===== src/rtl/core/vdti_pkg.sv =====
`default_nettype none
// ----------------------------------------------------------------------------
// vdti_pkg: shared types for the vertex dedup triangle indexer
// Vertex, result and queue-entry structs, fixed field widths.
// ----------------------------------------------------------------------------
package vdti_pkg;

    localparam int COORD_BITS = 32;
    localparam int IDX_BITS   = 10;

    typedef struct packed {
        logic signed [COORD_BITS-1:0] coord_x;
        logic signed [COORD_BITS-1:0] coord_y;
        logic signed [COORD_BITS-1:0] coord_z;
    } vertex_t;

    typedef struct packed {
        logic [IDX_BITS-1:0] vertex_index;
        logic                is_new;
        logic                overflow;
        logic                triangle_done;
        logic [IDX_BITS-1:0] corner_a;
        logic [IDX_BITS-1:0] corner_b;
        logic [IDX_BITS-1:0] corner_c;
    } result_t;

    typedef struct packed {
        logic    valid;
        vertex_t vertex;
    } queue_t;

endpackage
`default_nettype wire


===== src/rtl/core/vdti_front.sv =====
`default_nettype none
// ----------------------------------------------------------------------------
// vdti_front: command intake and vertex queue
// Takes a vertex transfer on start while not busy and holds it in a two-entry queue.
// ----------------------------------------------------------------------------
module vdti_front (
    input  wire logic             clk,
    input  wire logic             rst_n,
    input  wire logic             start,
    input  wire vdti_pkg::vertex_t item,
    output logic                  busy,
    output vdti_pkg::queue_t      q,
    input  wire logic             pop
);
    import vdti_pkg::*;

    vertex_t    slot_reg [2];
    logic [1:0] fill_reg;
    logic [1:0] fill_next;
    logic       wr_ptr_reg;
    logic       wr_ptr_next;
    logic       rd_ptr_reg;
    logic       rd_ptr_next;
    logic       push;

    assign busy     = (fill_reg == 2'd2);
    assign push     = start && !busy;
    assign q.valid  = (fill_reg != 2'd0);
    assign q.vertex = slot_reg[rd_ptr_reg];

    always_comb
    begin
        fill_next   = fill_reg + {1'b0, push} - {1'b0, pop};
        wr_ptr_next = push ? !wr_ptr_reg : wr_ptr_reg;
        rd_ptr_next = pop  ? !rd_ptr_reg : rd_ptr_reg;
    end

    always_ff @(posedge clk or negedge rst_n)
    begin
        if (!rst_n)
        begin
            fill_reg   <= 2'd0;
            wr_ptr_reg <= 1'b0;
            rd_ptr_reg <= 1'b0;
        end
        else
        begin
            fill_reg   <= fill_next;
            wr_ptr_reg <= wr_ptr_next;
            rd_ptr_reg <= rd_ptr_next;
        end
    end

    always_ff @(posedge clk)
    begin
        if (push)
        begin
            slot_reg[wr_ptr_reg] <= item;
        end
    end

    a_pop_nonempty: assert property (@(posedge clk) disable iff (!rst_n)
        pop |-> fill_reg != 2'd0)
        else $error("queue popped while empty");

    a_fill_bound: assert property (@(posedge clk) disable iff (!rst_n)
        fill_reg != 2'd3)
        else $error("queue fill count out of range");

    a_ptr_track: assert property (@(posedge clk) disable iff (!rst_n)
        (fill_reg == 2'd0 || fill_reg == 2'd2) |-> wr_ptr_reg == rd_ptr_reg)
        else $error("queue pointers disagree with fill count");

endmodule
`default_nettype wire


===== config.mk =====
export PLATFORM = sky130hd
export DESIGN_NAME = vdti_front
export DESIGN_NICKNAME = d
export VERILOG_FILES = /design/src/rtl/core/vdti_pkg.sv /design/src/rtl/core/vdti_front.sv
export SDC_FILE = /design/constraint.sdc
export NUM_CORES = 1
export LEC_CHECK = 0
export BUFFER_PORTS_ARGS = -buffer_cell sky130_fd_sc_hd__buf_2
export CAP_MARGIN = 20
export CORE_UTILIZATION = 50
export CTS_CLUSTER_DIAMETER = 120
export DETAILED_ROUTE_END_ITERATION = 12
export PLACE_DENSITY = 0.8
export SYNTH_ARGS = -nofsm -noshare
export SYNTH_HDL_FRONTEND = slang
export SYNTH_SLANG_ARGS = --single-unit

===== constraint.sdc =====
create_clock -name clk -period 6.35 [get_ports clk]
set_input_delay 0.635 -clock clk [delete_from_list [all_inputs] [get_ports clk]]
set_output_delay 0.635 -clock clk [all_outputs]
set_load 0.03 [all_outputs]

==> summary.txt <==
initial antenna violation count - 0
CTS Buffer Depth - 2
post-detailed-route count of antenna-violating nets - 0
Pwr Density - 509.2 mW/mm2
Std-Cell Rows - 43
clock slew at reported path FFs - 70 ps
sequential share of the synthesized area - 81.02%
Critical path origin - rd_ptr_reg
Clock Skew - 7.216 ps
setup TNS - 0 ps
Slew @ Worst Pin - 726.4 ps
RD Place Congestion - 0.6881
antenna cells - 0
Syn Area/Cell - 22.91 um2
vias in the first global route - 3818
clk_lat worst skew - 420 ps
Yosys reg bits - 196
clk sinks - 196
total global routing overflow - 0
register area - 0.005869 mm2
router iterations before antenna repair - 5
multi-input logic area - 0.001292 mm2
Hold/Removal Path Class - input port to flop
final setup fails - 0
largest fanout on the critical path - 53
share of cells above drive strength 1 - 61.04%
Final WS setup - 3081 ps
Die Width - 122.3 um
syn nets - 418
DRC Markers - 0
DR WL/cell - 17.79 um
Gate Count Post-Synth - 316
drt initial violations - 271
Max VDD drop - 0.2809 mV
CTS H-tree depth - 4
Hold Violations, Final - 0
Fill cells - 985
WL final - 12790 um
Area growth, synth to finish - 24.78%
post-CTS setup buffers - 0
CP required - 5710 ps
Rel. slew slack - 51.57%
TritonCTS clock tree - done
FMAX - 0.3059 GHz
kind of critical path - flop to output port
Die Height - 122.3 um
count of cell types in the netlist - 15
Port Buffers - 197
via count - 3593
placed cell count - 686
DP HPWL - 8649 um
commonest non-fill, non-tap cell in the layout - buf_2
Tcrit/Tclk final - 51.48%
total of warnings raised by yosys - 0
final slew viol count - 0
Die Area - 0.01496 mm2
CP Launch Type - flop
core box area - 0.01399 mm2
Root Buffer - clkbuf_16
pre-CTS WS - 3494 ps
Nets - 628
vias per cell - 4.997
P_leak - 3.484 nW
largest net degree at the start of global routing - 54
RSZ-0062 raised after global routing - no
Num CTS Buffers - 17
first-pass GRT wire length - 19220 um
Top-Level Pins - 198
Initial Util - 51.75%
fin cells - 719
fin crit period - 3269 ps
most frequent cells in the layout - 197 x buf_2, 192 x edfxtp_1, 66 x mux2_2
MaxCap Viol Count - 0
number of flip-flops under the largest register name - 192
Worst setup EP type - output port
worst r2r src - fill_reg[1]
status - finished clean
hold_sp - item[35]
WP data arrival - 2630 ps
Total GRT Usage - 17.75%
Post-Syn Area - 0.007239 mm2
-- layout make-up --
class | instances | area share [%]
Multi-Input combinational cell | 107 | 14.31
Clock inverter | 15 | 2.078
Tap cell | 180 | 2.493
Clock buffer | 17 | 4.709
Sequential cell | 196 | 64.97
Timing Repair Buffer | 202 | 11.36
Inverter | 2 | 0.08310
-- layer usage --
layer / GRT usage, % / vias to the layer above / part of all wire (%)
met5: 0 / - / 0
met4: 6.860 / 0 / 1.5
met3: 8.086 / 15 / 9.1
met2: 29.67 / 144 / 52
met1: 19.77 / 1765 / 38
li1: - / 1669 / -
-- synth_stat cells, drive strengths merged --
cell type / number / area share [%]
edfxtp: 192 / 80
inv: 2 / 0.10
ha: 2 / 0.35
xor2: 1 / 0.12
dfrtp: 4 / 1.4
or2: 1 / 0.086
and3: 1 / 0.086
xnor2: 3 / 0.36
nand2: 1 / 0.052
mux2: 96 / 16
nand2b: 1 / 0.086
buf: 11 / 1.2
nor2: 1 / 0.052
-- critical path, cell delays in order, from the launching register on --
cell and delay (ps):
dfrtp_4 900, buf_4 670, mux2_2 420, buf_2 180
-- report_power, final --
part	leakage [nW]	internal [mW]	switching, mW
clock	0.297	0.655	0.435
combinational	1.36	0.584	1.01
sequential	1.83	1.77	0.140
-- logic make-up after synthesis --
| logic type | synth area share (%) |
|---|---|
| and+or+nand+nor | 0.3630 |
| DFF | 81.02 |
| adders and majority gates | 0.3456 |
| xor gates and xnor gates | 0.4840 |
| buffers and inverters | 1.296 |
| muxes | 16.49 |
-- final timing paths --
kind | to | slack [ps] | cells after the start
worst max-delay path | q[2] | 3080 | 3
worst min-delay path | slot_reg[0][35] | 400 | 1
worst max register to register | slot_reg[0][66] | 3970 | 5
worst min register to register | fill_reg[0] | 540 | 1
max in group asynchronous | rd_ptr_reg | 5640 | 2
min in group asynchronous | wr_ptr_reg | 570 | 2
-- stage by stage --
stage	cell area [um2]	total power, mW	hold slack (ps)	util [%]
detailed placement	8411	3.556	447.6	60.13
floorplan	7239	3.171	339.4	-
global placement	8411	3.510	441.6	60.13
CTS	9034	4.653	377.8	64.58
finish	9034	4.600	400.8	64.58
global route	9034	4.802	377.2	64.58
-- repair_timing --
item / CTS / global route
resized for setup: 0 / 0
hold buffers: 1 / 0
endpoints found under the hold margin: 4 / 0
Note: power is estimated with default switching activity, not from simulation.
